--- config.mk ---
export PLATFORM = sky130hd
export DESIGN_NAME = mel_resq
export DESIGN_NICKNAME = d
export VERILOG_FILES = /design/src/rtl/mel_pkg.sv /design/src/rtl/mel_resq.sv
export SDC_FILE = /design/constraint.sdc
export NUM_CORES = 1
export LEC_CHECK = 0
export BUFFER_PORTS_ARGS = -buffer_cell sky130_fd_sc_hd__buf_2
export CAP_MARGIN = 0
export CORE_MARGIN = 4
export CORE_UTILIZATION = 52
export CTS_CLUSTER_SIZE = 16
export DETAILED_ROUTE_END_ITERATION = 10
export PLACE_DENSITY = 0.79
export SYNTH_ARGS = -nofsm -noshare
export SYNTH_HDL_FRONTEND = slang
export SYNTH_SLANG_ARGS = --single-unit
export TNS_END_PERCENT = 100
--- constraint.sdc ---
create_clock -name clk_i -period 4 [get_ports clk_i]
set_input_delay 0.4 -clock clk_i [delete_from_list [all_inputs] [get_ports clk_i]]
set_output_delay 0.4 -clock clk_i [all_outputs]
set_load 0.01 [all_outputs]
--- src/rtl/mel_pkg.sv ---
// Package with the shared types and constants of the mesh edge list builder.
package mel_pkg;

  localparam int MaxVertices = 1024;
  localparam int MaxEdges    = 4096;
  localparam int VtxW        = 10;
  localparam int TriW        = 11;
  localparam int EdgeW       = 12;
  localparam int CntW        = 13;
  localparam int SweepW      = $clog2(MaxVertices);

  localparam logic [CntW-1:0] LinkNull = {CntW{1'b1}};
  localparam logic [CntW-1:0] CountMax = CntW'(MaxEdges);

  typedef enum logic [1:0] {
    OP_CLEAR = 2'd0,
    OP_PASS1 = 2'd1,
    OP_PASS2 = 2'd2,
    OP_READ  = 2'd3
  } op_e;

  localparam logic [1:0] StOk   = 2'd0;
  localparam logic [1:0] StFull = 2'd1;
  localparam logic [1:0] StMiss = 2'd2;

  typedef enum logic [3:0] {
    S_SWEEP, S_IDLE, S_DISPATCH, S_RD_WAIT, S_EDGE,
    S_PR_HEAD, S_PR_HWAIT, S_PR_CHK, S_PR_EWAIT,
    S_AP_START, S_AP_HWAIT, S_AP_WALK, S_AP_LWAIT, S_RESULT
  } bk_state_e;

  // One decoded item, with the three triangle edges as (start, end) pairs.
  typedef struct packed {
    op_e                       op;
    logic [2:0]                act;
    logic [2:0][VtxW-1:0]      es;
    logic [2:0][VtxW-1:0]      ee;
    logic [TriW-1:0]           tri_no;
    logic [EdgeW-1:0]          idx;
  } cmd_t;

  typedef struct packed {
    logic [VtxW-1:0] vtx_s;
    logic [VtxW-1:0] vtx_e;
    logic [TriW-1:0] tri_a;
    logic [TriW-1:0] tri_b;
  } edge_t;

  typedef struct packed {
    edge_t           edge_rec;
    logic [CntW-1:0] total;
    logic [1:0]      status;
  } res_t;

  typedef struct packed {
    logic init_busy;
  } bk_stat_t;

endpackage

--- src/rtl/mel_resq.sv ---
// Two-entry result queue between the back part and the result ports.
module mel_resq (
  input  logic          clk_i,
  input  logic          rst_ni,
  input  logic          push_i,
  input  mel_pkg::res_t data_i,
  output logic          full_o,
  input  logic          pop_i,
  output logic          empty_o,
  output mel_pkg::res_t data_o
);
  import mel_pkg::*;

  res_t       q_mem [2];
  logic       wr_q, rd_q;
  logic [1:0] cnt_q;
  logic       do_push, do_pop;

  assign full_o  = cnt_q == 2'd2;
  assign empty_o = cnt_q == 2'd0;
  assign do_push = push_i && !full_o;
  assign do_pop  = pop_i && !empty_o;
  assign data_o  = q_mem[rd_q];

  // Entry storage.
  always_ff @(posedge clk_i) begin
    if (do_push) q_mem[wr_q] <= data_i;
  end

  // Pointers and fill level.
  always_ff @(posedge clk_i or negedge rst_ni) begin
    if (!rst_ni) begin
      wr_q  <= 1'b0;
      rd_q  <= 1'b0;
      cnt_q <= 2'd0;
    end else begin
      if (do_push) wr_q <= !wr_q;
      if (do_pop) rd_q <= !rd_q;
      cnt_q <= cnt_q + {1'b0, do_push} - {1'b0, do_pop};
    end
  end

endmodule

* Word-level counts from Yosys, hierarchy flattened
Memories as Yosys holds them, arrays and structs flattened.
Index checks and enable logic that the tools add are counted.
** Word-level totals
- Memories :: 1
- Bits in writable memories :: 114
- Logic and storage cells :: 16
- Register bits after elaboration :: 4
** Memory list
- q_mem :: words 2, width 57, read ports 1, clocked after memory_dff 0, wr ports 1, RTL line mel_resq.sv:14 : res_t q_mem [2];
** Cells by class
- Reduce and logical (&&, ||, !) cells :: 7
- Add/subtract/negate cells :: 2
- Equality and inequality tests :: 1
- Muxes and demuxes :: 2
** Operators by type and width (number)
- $logic_not A1 Y1 :: 4
- $add A2 B1 Y2 :: 1
- $eq A2 B2 Y1 const B :: 1
- $logic_and A1 B1 Y1 :: 2
- $logic_not A2 Y1 :: 1
- $mux W1 :: 2
- $sub A2 B1 Y2 :: 1

* Longest topological paths before layout
- Depth after elaboration :: 5
- Depth in mapped cells :: 7
- Mapped depth without buffers :: 7

* Worst setup path after synthesis
OpenSTA, ideal clock, no wires.
- Kind :: reg-to-reg
- Start point :: register cnt_q[1]
- End point :: memory q_mem[0][0] in the netlist's numbering, enable pin
- Path slack :: 545 ps
- Arrival :: 2983 ps
- Required time :: 3528 ps
- Cell stages (with the launch flop) :: 4
- Period minus slack after synthesis :: 3455 ps
- Cells stage by stage :: dfrtp_1 -> nand2b_1 -> nand2_1 -> nor2_1
** Between the ends
- Cells in the longest elaborated chain, start to end :: 5
** RTL lines
- start, declared :: RTL line mel_resq.sv:16 : logic [1:0] cnt_q;
- start signal, assigned :: RTL line mel_resq.sv:39 : cnt_q <= cnt_q + {1'b0, do_push} - {1'b0, do_pop};
- $eq A2 B2 Y1 :: RTL line mel_resq.sv:19 : assign full_o = cnt_q == 2'd2;
- $logic_not A1 Y1 :: RTL line mel_resq.sv:21 : assign do_push = push_i && !full_o;
- $logic_and A1 B1 Y1 :: RTL line mel_resq.sv:21
- $mux W1 :: RTL line mel_resq.sv:27 : if (do_push) q_mem[wr_q] <= data_i;
- $mux W1 (not written as such) :: RTL line mel_resq.sv:27
- end, declared :: RTL line mel_resq.sv:14
Every way passes these cells.

==> out/qor.csv <==
metric,value,unit
outcome,completed,
reg2reg path depth,3,
1st-pass router iterations,4,
signal arrival time at the worst endpoint,2500,ps
number of flops mapped to enable cells by yosys,114,
vertical die dimension,99.8,um
final hold violation count,0,
number of register bits inferred by synthesis,118,
max cap viols,0,
post-placement cell area,5100,sq um
reg-to-reg setup timing slack,1910,ps
category of the critical setup timing path,reg -> out,
number of distinct library cells after synthesis,15,
share of async-settable or async-resettable flops after synthesis,3.39,%
Max Slew Vio Count,0,
TritonCTS clock tree,yes,
grt total ovfl,0,
worst flop-to-flop path endpoint,q_mem[1][2],
area of all placed cells without fillers,5670,sq um
final net count,395,
leading cell types by total area after synthesis,"sky130_fd_sc_hd__edfxtp_1 78%, sky130_fd_sc_hd__mux2_2 9.5%, sky130_fd_sc_hd__mux2_4 6.8%, sky130_fd_sc_hd__dfrtp_1 2.3%, sky130_fd_sc_hd__buf_6 0.77%",
Worst-path clk slew,50,ps
most frequent cell after synthesis,sky130_fd_sc_hd__edfxtp_1,
Detailed Route WL,7180,um
actual slew at the worst max-slew pin,952,ps
Starting Density,53.4,%
wire length per cell,16.0,um
Syn-to-layout area delta,29.3,%
synthesized netlist cell count,195,
hold buffer count at cts,1,
Worst Clk Skew,6.76,ps
Final min period,2900,ps
RSZ-0062 raised after global routing,no,
final sum of negative setup slack,0,ps
routability congestion estimate,0.673,
Netlist Area Pre-Place,4390,sq um
via density per instance,4.90,
power density over cell area,775,nW/um^2
Worst Min Path Start,data_i[9],
worst-path fanout max,35,
top-area cell type share of the netlist area,78.0,%
wire length of the first global-routing pass,11100,um
row count,33,
H-tree depth,4,
kind of end point of the critical path,output port,
Final setup violation count,0,
number of global-route vias before repair,2347,
Filler cells,553,
clock tree sinks,118,
Die Footprint,9970,sq um
placeable core region,8220,sq um
"Gates resized, CTS repair",0,
layout cell share with drive strength beyond 1,60.5,%
Yosys top cell by area,sky130_fd_sc_hd__edfxtp_1,
routed via count,2199,
core occupancy in the finished layout,69.1,%
most frequent cells after synthesis,"114 x sky130_fd_sc_hd__edfxtp_1, 37 x sky130_fd_sc_hd__mux2_2, 20 x sky130_fd_sc_hd__mux2_4",
Ports,120,
count of input and output buffers,119,
number of remaining DRC errors,0,
diode insertion count for antenna repair,0,
predominant post-synthesis flop cell,sky130_fd_sc_hd__edfxtp_1,
ratio of final minimum period to clock period,72.4,%
Critical Path Source Type,flop,
CTS Root Cell,sky130_fd_sc_hd__clkbuf_8,
combined global-route utilization of all metal layers,15.0,%
worst rel slew slack,36.6,%
maximum vdd drop,454,uV
Hold Crit Depth,1,
LEAKAGE,2.23,nW
number of DRC markers after the initial detailed-route iteration,75,
worst hold path endpoint,q_mem[0][9],
Antenna Violating Nets Remaining,0,
cts bufs inserted,17,
die width,99.8,um
type of the worst min-delay path,in -> reg,
reg2reg start,cnt_q[0],
number of buffers added for setup after CTS,0,
clk_lat worst skew,490,ps
required time reported for the critical path endpoint,3600,ps
sequential fraction of the synthesis area,80.3,%
warning count from the yosys run,0,
largest net degree at the start of global routing,38,
initial antenna violation count,0,
sum of net half-perimeters after detailed placement,4690,um
Mapped Avg Cell Area,22.5,sq um
Achievable Freq,345,MHz
largest buffer count on any clock path,2,
"Net Count, Synth",258,
==> stage by stage <==
stage / worst slack [ps] / std cells / power (mW) / hold slack (ps)
2_1_floorplan: 545 / 195 / 2.62 / 104
3_3_place_gp: 1560 / 417 / 3.01 / 211
3_5_place_dp: 1570 / 417 / 3.03 / 208
4_1_cts: 1030 / 449 / 4.46 / 59.5
5_1_grt: 963 / 449 / 4.62 / 58.5
6_report: 1100 / 449 / 4.40 / 87.5
==> logic make-up after synthesis <==
group / count (synthesis) / synth area share [%]
buffers and inverters: 8 / 1.28
xor gates and xnor gates: 4 / 0.799
DFF: 118 / 80.3
muxes: 57 / 16.3
and+or+nand+nor: 6 / 0.685
adders and majority gates: 2 / 0.570
==> layer usage <==
metal | part of all wire, % | vias up | track usage [%]
li1 | - | 1044 | -
met1 | 39 | 1059 | 16.8
met2 | 52 | 91 | 25.3
met3 | 8.7 | 5 | 7.02
met4 | 0.38 | 0 | 5.36
met5 | 0 | - | 0
==> how the worst max path moves through the flow <==
stage / from / slack, ps / end / depth (start not counted)
global route: rd_q / 960 / data_o[8] / 3
floorplan: cnt_q[1] / 550 / q_mem[0][0] / 3
global placement: rd_q / 1560 / data_o[8] / 3
detailed placement: rd_q / 1570 / data_o[8] / 3
finish: rd_q / 1100 / data_o[8] / 3
CTS: rd_q / 1030 / data_o[8] / 3
==> cell usage in the layout (no fill, tap or decap), types with 4 or more instances in the layout <==
master	instances
sky130_fd_sc_hd__mux2_2	37
sky130_fd_sc_hd__edfxtp_1	114
sky130_fd_sc_hd__buf_2	119
sky130_fd_sc_hd__mux2_4	20
sky130_fd_sc_hd__clkbuf_16	16
sky130_fd_sc_hd__buf_4	4
==> power breakdown <==
part / switching [mW] / internal, mW
clock: 0.479 / 0.934
combinational: 0.552 / 0.585
sequential: 0.151 / 1.69
==> state kept, by name, indices dropped and copies added, names as in the netlist <==
signal	flops
q_mem	114
wr_q	1
cnt_q	2
rd_q	1
==> cell type report <==
type | count | area (sq um) | share of cell area, %
clock buffer | 20 | 425 | 7.50
clock inverter | 11 | 134 | 2.36
inverter | 2 | 7.51 | 0.132
multi-input combinational | 69 | 816 | 14.4
sequential | 118 | 3520 | 62.1
tap | 105 | 131 | 2.32
timing repair buffer | 124 | 636 | 11.2
==> critical path: stages (launching register included) <==
cell and delay, ps:
sky130_fd_sc_hd__dfrtp_2 980, sky130_fd_sc_hd__buf_4 460, sky130_fd_sc_hd__mux2_2 390, sky130_fd_sc_hd__buf_2 140
No activity file was read; power rests on OpenSTA's default activity.
