[src/rtl/mel_pkg.sv]
// Package with the shared types and constants of the mesh edge list builder.
package mel_pkg;

  localparam int MaxVertices = 1024;
  localparam int MaxEdges    = 4096;
  localparam int VtxW        = 10;
  localparam int TriW        = 11;
  localparam int EdgeW       = 12;
  localparam int CntW        = 13;
  localparam int SweepW      = $clog2(MaxVertices);

  localparam logic [CntW-1:0] LinkNull = {CntW{1'b1}};
  localparam logic [CntW-1:0] CountMax = CntW'(MaxEdges);

  typedef enum logic [1:0] {
    OP_CLEAR = 2'd0,
    OP_PASS1 = 2'd1,
    OP_PASS2 = 2'd2,
    OP_READ  = 2'd3
  } op_e;

  localparam logic [1:0] StOk   = 2'd0;
  localparam logic [1:0] StFull = 2'd1;
  localparam logic [1:0] StMiss = 2'd2;

  typedef enum logic [3:0] {
    S_SWEEP, S_IDLE, S_DISPATCH, S_RD_WAIT, S_EDGE,
    S_PR_HEAD, S_PR_HWAIT, S_PR_CHK, S_PR_EWAIT,
    S_AP_START, S_AP_HWAIT, S_AP_WALK, S_AP_LWAIT, S_RESULT
  } bk_state_e;

  // One decoded item, with the three triangle edges as (start, end) pairs.
  typedef struct packed {
    op_e                       op;
    logic [2:0]                act;
    logic [2:0][VtxW-1:0]      es;
    logic [2:0][VtxW-1:0]      ee;
    logic [TriW-1:0]           tri_no;
    logic [EdgeW-1:0]          idx;
  } cmd_t;

  typedef struct packed {
    logic [VtxW-1:0] vtx_s;
    logic [VtxW-1:0] vtx_e;
    logic [TriW-1:0] tri_a;
    logic [TriW-1:0] tri_b;
  } edge_t;

  typedef struct packed {
    edge_t           edge_rec;
    logic [CntW-1:0] total;
    logic [1:0]      status;
  } res_t;

  typedef struct packed {
    logic init_busy;
  } bk_stat_t;

endpackage

[src/rtl/mel_front.sv]
// Front part: decodes incoming items and queues them for the back part.
module mel_front (
  input  logic                  clk_i,
  input  logic                  rst_ni,
  input  logic                  push_i,
  output logic                  full_o,
  input  logic [1:0]            operation_i,
  input  logic [9:0]            corner_zero_i,
  input  logic [9:0]            corner_one_i,
  input  logic [9:0]            corner_two_i,
  input  logic [10:0]           triangle_number_i,
  input  logic [11:0]           edge_number_i,
  input  mel_pkg::bk_stat_t     stat_i,
  output logic                  cmd_valid_o,
  output mel_pkg::cmd_t         cmd_o,
  input  logic                  cmd_pop_i
);
  import mel_pkg::*;

  cmd_t       q_mem [2];
  logic       wr_q, rd_q;
  logic [1:0] cnt_q;
  cmd_t       dec;
  logic       do_push, do_pop;

  // Edge k runs from the previous corner to corner k.
  always_comb begin
    dec.op     = op_e'(operation_i);
    dec.tri_no = triangle_number_i;
    dec.idx    = edge_number_i;
    dec.es[0]  = corner_two_i;
    dec.ee[0]  = corner_zero_i;
    dec.es[1]  = corner_zero_i;
    dec.ee[1]  = corner_one_i;
    dec.es[2]  = corner_one_i;
    dec.ee[2]  = corner_two_i;
    for (int k = 0; k < 3; k++) begin
      case (dec.op)
        OP_PASS1: dec.act[k] = dec.es[k] < dec.ee[k];
        OP_PASS2: dec.act[k] = dec.es[k] > dec.ee[k];
        default:  dec.act[k] = 1'b0;
      endcase
    end
  end

  assign full_o      = (cnt_q == 2'd2) || stat_i.init_busy;
  assign do_push     = push_i && !full_o;
  assign cmd_valid_o = cnt_q != 2'd0;
  assign do_pop      = cmd_pop_i && cmd_valid_o;
  assign cmd_o       = q_mem[rd_q];

  // Two-entry command queue.
  always_ff @(posedge clk_i) begin
    if (do_push) begin
      q_mem[wr_q] <= dec;
    end
  end

  always_ff @(posedge clk_i or negedge rst_ni) begin
    if (!rst_ni) begin
      wr_q  <= 1'b0;
      rd_q  <= 1'b0;
      cnt_q <= 2'd0;
    end else begin
      if (do_push) wr_q <= !wr_q;
      if (do_pop) rd_q <= !rd_q;
      cnt_q <= cnt_q + {1'b0, do_push} - {1'b0, do_pop};
    end
  end

endmodule

[config.mk]
export PLATFORM = sky130hd
export DESIGN_NAME = mel_front
export DESIGN_NICKNAME = d
export VERILOG_FILES = /design/src/rtl/mel_pkg.sv /design/src/rtl/mel_front.sv
export SDC_FILE = /design/constraint.sdc
export NUM_CORES = 1
export LEC_CHECK = 0
export ABC_CLOCK_PERIOD_IN_PS = 6600
export BUFFER_PORTS_ARGS = -buffer_cell sky130_fd_sc_hd__buf_4
export CAP_MARGIN = 20
export CORE_ASPECT_RATIO = 0.7
export CORE_UTILIZATION = 56
export DETAILED_ROUTE_END_ITERATION = 6
export GPL_TIMING_DRIVEN = 0
export PLACE_DENSITY_LB_ADDON = 0.08
export SLEW_MARGIN = 20
export SYNTH_ARGS = -nofsm -noshare
export SYNTH_HDL_FRONTEND = slang
export SYNTH_SLANG_ARGS = --single-unit
[constraint.sdc]
create_clock -name clk_i -period 6.6 [get_ports clk_i]
set_input_delay 0.66 -clock clk_i [delete_from_list [all_inputs] [get_ports clk_i]]
set_output_delay 0.66 -clock clk_i [all_outputs]
set_load 0.1 [all_outputs]
---- Yosys cells after proc, flatten, opt, wreduce, memory -nomap -nowiden ----
Memory sizes are Yosys's and may differ from the RTL's.
Index checks and enable logic that the tools add are counted.
word-level totals
  word-level logic and storage cells ...... 27
  bits in registers ....................... 4
  memories ................................ 1
  output and inout bits ................... 90
  memory bits (writable) .................. 176
operators by class
  add/subtract/negate cells ............... 2
  $lt $le $gt $ge ......................... 6
  reductions and logical operators ........ 7
  equal/unequal tests ..................... 3
  muxes and demuxes ....................... 5
memories
  memory  words  bits a word  read ports  clocked after memory_dff  write ports  line             RTL
  q_mem   2      88           1           0                         1            mel_front.sv:20  cmd_t q_mem [2];
operators by type and width
  kind                                                              count
  10-bit greater-than comparator                                    3
  10-bit < comparator                                               3
  1-bit case mux with 2 select lines                                3
  2-bit == test (second input constant)                             2
  1-bit zero test                                                   3
  2-bit by 1-bit adder with 2-bit output                            1
  2-bit by 1-bit == test with 1-bit output (second input constant)  1
  1-bit logical AND                                                 2
  1-bit two-way mux                                                 2
  2-bit nonzero test                                                1
  2-bit by 1-bit subtractor with 2-bit output                       1
  1-bit logical OR                                                  1

---- Logic depth before layout (Yosys ltp) ----
  depth in word-level cells ............... 6
  gate-level depth with buffers ........... 8

---- Least setup slack after synthesis ----
Ideal clock, no wire load.
  kind .................................... input port to flip-flop
  from .................................... in stat_i
  to ...................................... mem q_mem[0][0] in the netlist's numbering, enable pin
  slack ................................... 2,734 ps
  arrival time ............................ 3,392 ps
  stages .................................. 3
  data required time ...................... 6,126 ps
  cells stage by stage .................... a21oi_1 nand2_1 nor2_1
on the way
  cells in the longest elaborated chain, start to end .. 5
ends and longest elaborated chain
  item                                     line             RTL
  from (decl)                              mel_front.sv:13  input mel_pkg::bk_stat_t stat_i,
  1-bit logical OR                         mel_front.sv:46  assign full_o = (cnt_q == 2'd2) || stat_i.init_busy;
  1-bit zero test                          mel_front.sv:47  assign do_push = push_i && !full_o;
  1-bit logical AND                        mel_front.sv:47
  1-bit two-way mux                        mel_front.sv:54  if (do_push) begin
  1-bit two-way mux (implied by the code)  mel_front.sv:55  q_mem[wr_q] <= dec;
  to (decl)                                mel_front.sv:20
No other way between the ends.

==> reports/summary.log <==
[run_status] status complete, no violations
[grt] GRT Residual Overflow 0
[clock_network] number of clock sinks seen by CTS 120
[setup_path] startpoint kind of the worst setup timing path flop
[layout] post-route cell area 7440 µm²
[synth] post-synthesis net count 441
[floorplan] Rows 29
[setup_path] worst-path cell with the longest stage delay sky130_fd_sc_hd__mux2_2
[detailed_routing] total vias in the final route 3352
[synth] instance count of the mapped netlist 347
[clock_network] post-CTS sizing 0
[clock_network] setup fix buffers added after clock tree synthesis 0
[setup_path] worst reg2reg endpoint q_mem[0][73]$_DFFE_PP_
[setup_path] Slowest Stage Delay on Critical Path 0.38 ns
[grt] via count of the first global-routing pass 3409
[setup_path] Critical R2R Launch cnt_q[1]$_DFF_PN0_
[grt] overall global routing resource usage 0.224
[setup_path] destination of the critical timing path cmd_o[76]
[detailed_routing] count of nets left with antenna violations after detail routing 0
[sta] maximum clock rate 348 MHz
[place] Final Wtd Congestion 0.820
[layout] Nets 612
[setup_path] length in cells of the worst reg-to-reg path 5
[detailed_routing] count of TritonRoute iterations in the first routing pass 4
[setup_path] endpoint type of the worst setup path output port
[detailed_routing] drt initial violations 165
[clock_network] number of buffers on the longest clock path 2
[place] PortBufs 149
[clock_network] hold buffers post-CTS 0
[synth] Post-Synthesis Cell Area 5460 µm²
[layout] share of layout cells above drive strength 1 0.539
[setup_path] arrival time reported for the critical path endpoint 2.22 ns
[layout] Syn-to-layout area delta 36.2%
[clock_network] number of clock buffers inserted by TritonCTS 17
[setup_path] startpoint of the most critical setup path rd_q$_DFFE_PN0P_
[layout] non-filler cells, final 655
[floorplan] area of the core region 9250 µm²
[setup_path] Top delay family on crit path buffers and inverters
[sta] Fin Clk Skew 0.00817 ns
[clock_network] CTS tree yes
[synth] top-area cell type share of the netlist area 0.638
[synth] syn_area_per_cell 15.7 µm²
[sta] worst slew margin relative to its limit 0.647
[layout] antenna cells 0
[detailed_routing] drt via density 5.12
[detailed_routing] residual DRC count 0
[setup_path] number of buffers and inverters on the critical path 5
[setup_path] cell chain of the critical path clkbuf_1, buf_2, buf_4, mux2_2, buf_4, buf_4
[synth] Yosys warnings 0
[synth] largest cells by area after synthesis sky130_fd_sc_hd__edfxtp_1, sky130_fd_sc_hd__mux2_2, sky130_fd_sc_hd__ha_1, sky130_fd_sc_hd__buf_4, sky130_fd_sc_hd__inv_1
[floorplan] number of I/O pins 150
[sta] slew at the pin closest to its max-slew limit 0.528 ns
[floorplan] width of the die 120 µm
[sta] final count of hold timing violations 0
[sta] crit share post-route 0.436
[setup_path] maximum fanout count along the critical path 10
[min_path] class of the most critical hold timing path input port to asynchronous set/reset pin
[setup_path] required time of the critical path 5.94 ns
[detailed_routing] total wire length 10.7 mm
[clock_network] clock latency on the worst-skew pair 0.41 ns
[sta] fin. max-slew vios 0
[floorplan] floorplan die height 84.6 µm
[place] final HPWL from detailed placement 7.67 mm
[clock_network] cell at the root of the clock tree sky130_fd_sc_hd__clkbuf_16
[setup_path] number of logic stages on the critical path including buffering 6
[grt] initial antenna violation count 0
[sta] time the final worst path needs with I/O delays and setup 2.88 ns
[synth] dominant cell type by area after synthesis sky130_fd_sc_hd__edfxtp_1
[floorplan] starting density of the core 0.590
[sta] final number of setup-violating endpoints 0
[sta] final setup TNS 0 ns
[setup_path] type of the worst setup path flop to output port
[place] placed standard-cell area 6820 µm²
[floorplan] Total Die Area 10200 µm²
[detailed_routing] wire length per cell after detailed routing 16.3 µm
[grt] wire length of the first global-routing pass 16.7 mm
[setup_path] Worst path most repeated cell sky130_fd_sc_hd__buf_4
[setup_path] internal reg-to-reg setup slack 4.57 ns
[clock_network] Worst-path clk slew 0.06 ns
[grt] largest net degree at the start of global routing 44
[synth] sequential cell area fraction in the yosys report 0.656
[synth] post-synthesis sequential element count 120
[clock_network] htree depth 4
[sta] setup repair after global routing missed its margin no
[job] count of maximum capacitance violations 0
[synth] count of unique library cells instantiated by Yosys 26
[place] number of cells after detailed placement 623
[sta] Hold Slack 0.0339 ns
## cell usage after synthesis, drive strengths merged
| library cell | n |
|---|---|
| buf | 36 |
| mux2 | 61 |
| nand2 | 4 |
| dfrtp | 4 |
| or2 | 1 |
| and3 | 1 |
| clkbuf | 1 |
| o21ai | 6 |
| a211oi | 6 |
| a31oi | 3 |
| nor2 | 7 |
| a21oi | 7 |
| nand4 | 6 |
| nor2b | 1 |
| nand2b | 4 |
| ha | 34 |
| and2 | 1 |
| xor2 | 1 |
| edfxtp | 116 |
| a2111oi | 3 |
| xnor2 | 3 |
| inv | 41 |
## placed cells by master (no fill, tap or decap), types with 4 or more instances in the layout
cell and n:
sky130_fd_sc_hd__a211oi_1 6, sky130_fd_sc_hd__a21oi_1 4, sky130_fd_sc_hd__buf_2 5, sky130_fd_sc_hd__buf_4 180, sky130_fd_sc_hd__clkbuf_16 17, sky130_fd_sc_hd__clkinv_4 4
sky130_fd_sc_hd__clkinvlp_4 5, sky130_fd_sc_hd__dfrtp_1 4, sky130_fd_sc_hd__edfxtp_1 116, sky130_fd_sc_hd__ha_1 34, sky130_fd_sc_hd__inv_1 41, sky130_fd_sc_hd__mux2_2 58
sky130_fd_sc_hd__nand2_1 4, sky130_fd_sc_hd__nand2b_1 4, sky130_fd_sc_hd__nand4_1 6, sky130_fd_sc_hd__nor2_1 6
## cell families (layout without fill, tap and decap cells)
family | count (synthesis) | in the layout | synth area share
fa+ha+maj | 34 | 34 | 0.0779
buf+inv | 78 | 262 | 0.0761
flops | 120 | 120 | 0.656
mux | 61 | 61 | 0.126
xor+xnor | 4 | 4 | 0.00642
simple gates | 25 | 25 | 0.0236
compound gates | 25 | 25 | 0.0339
## final cells by class
type,count,area [µm²]
inverter,41,154
timing repair buffer,152,1190
tap,124,155
clock buffer,19,443
fill,533,1820
clock inverter,13,171
sequential,120,3580
multi-input combinational,149,1470
buffer,37,262
## stage by stage
step	setup WS, ns	utilization
after global routing	3.62	0.804
after floorplan	2.73	-
after CTS	3.69	0.804
after detailed placement	4.14	0.737
final	3.72	0.804
after global placement	1.19	0.728
## routing by layer
metal / global-route usage / routed length [µm]
met1: 0.277 / 4570
met2: 0.369 / 5340
met3: 0.0618 / 636
met4: 0.0977 / 141
met5: 0 / 0
## worst min path at each step
stage / start / end / slack [ns] / depth (start not counted)
6_report: rst_ni / cnt_q[0]$_DFF_PN0_ / 0.03 / 1
5_1_grt: rst_ni / wr_q$_DFFE_PN0P_ / 0.02 / 1
4_1_cts: rst_ni / cnt_q[0]$_DFF_PN0_ / 0.02 / 1
3_5_place_dp: rst_ni / cnt_q[0]$_DFF_PN0_ / 0.46 / 1
3_3_place_gp: rst_ni / cnt_q[0]$_DFF_PN0_ / 0.46 / 1
2_1_floorplan: rst_ni / cnt_q[0]$_DFF_PN0_ / 0.36 / 0
## state kept, by name, indices dropped and copies added, names as in the netlist
register	count
rd_q	1
wr_q	1
q_mem	116
cnt_q	2
## worst register-to-register path: cells and delay by family, from the launching register on
family | cells | cell delay [ns]
simple gates | 2 | 0.63
compound gates | 1 | 0.24
flops | 1 | 0.40
buf+inv | 2 | 0.43
Power is left out: the tool's default activity adds up to more than one toggle a clock period on the data nets, which glitch-free logic cannot reach.
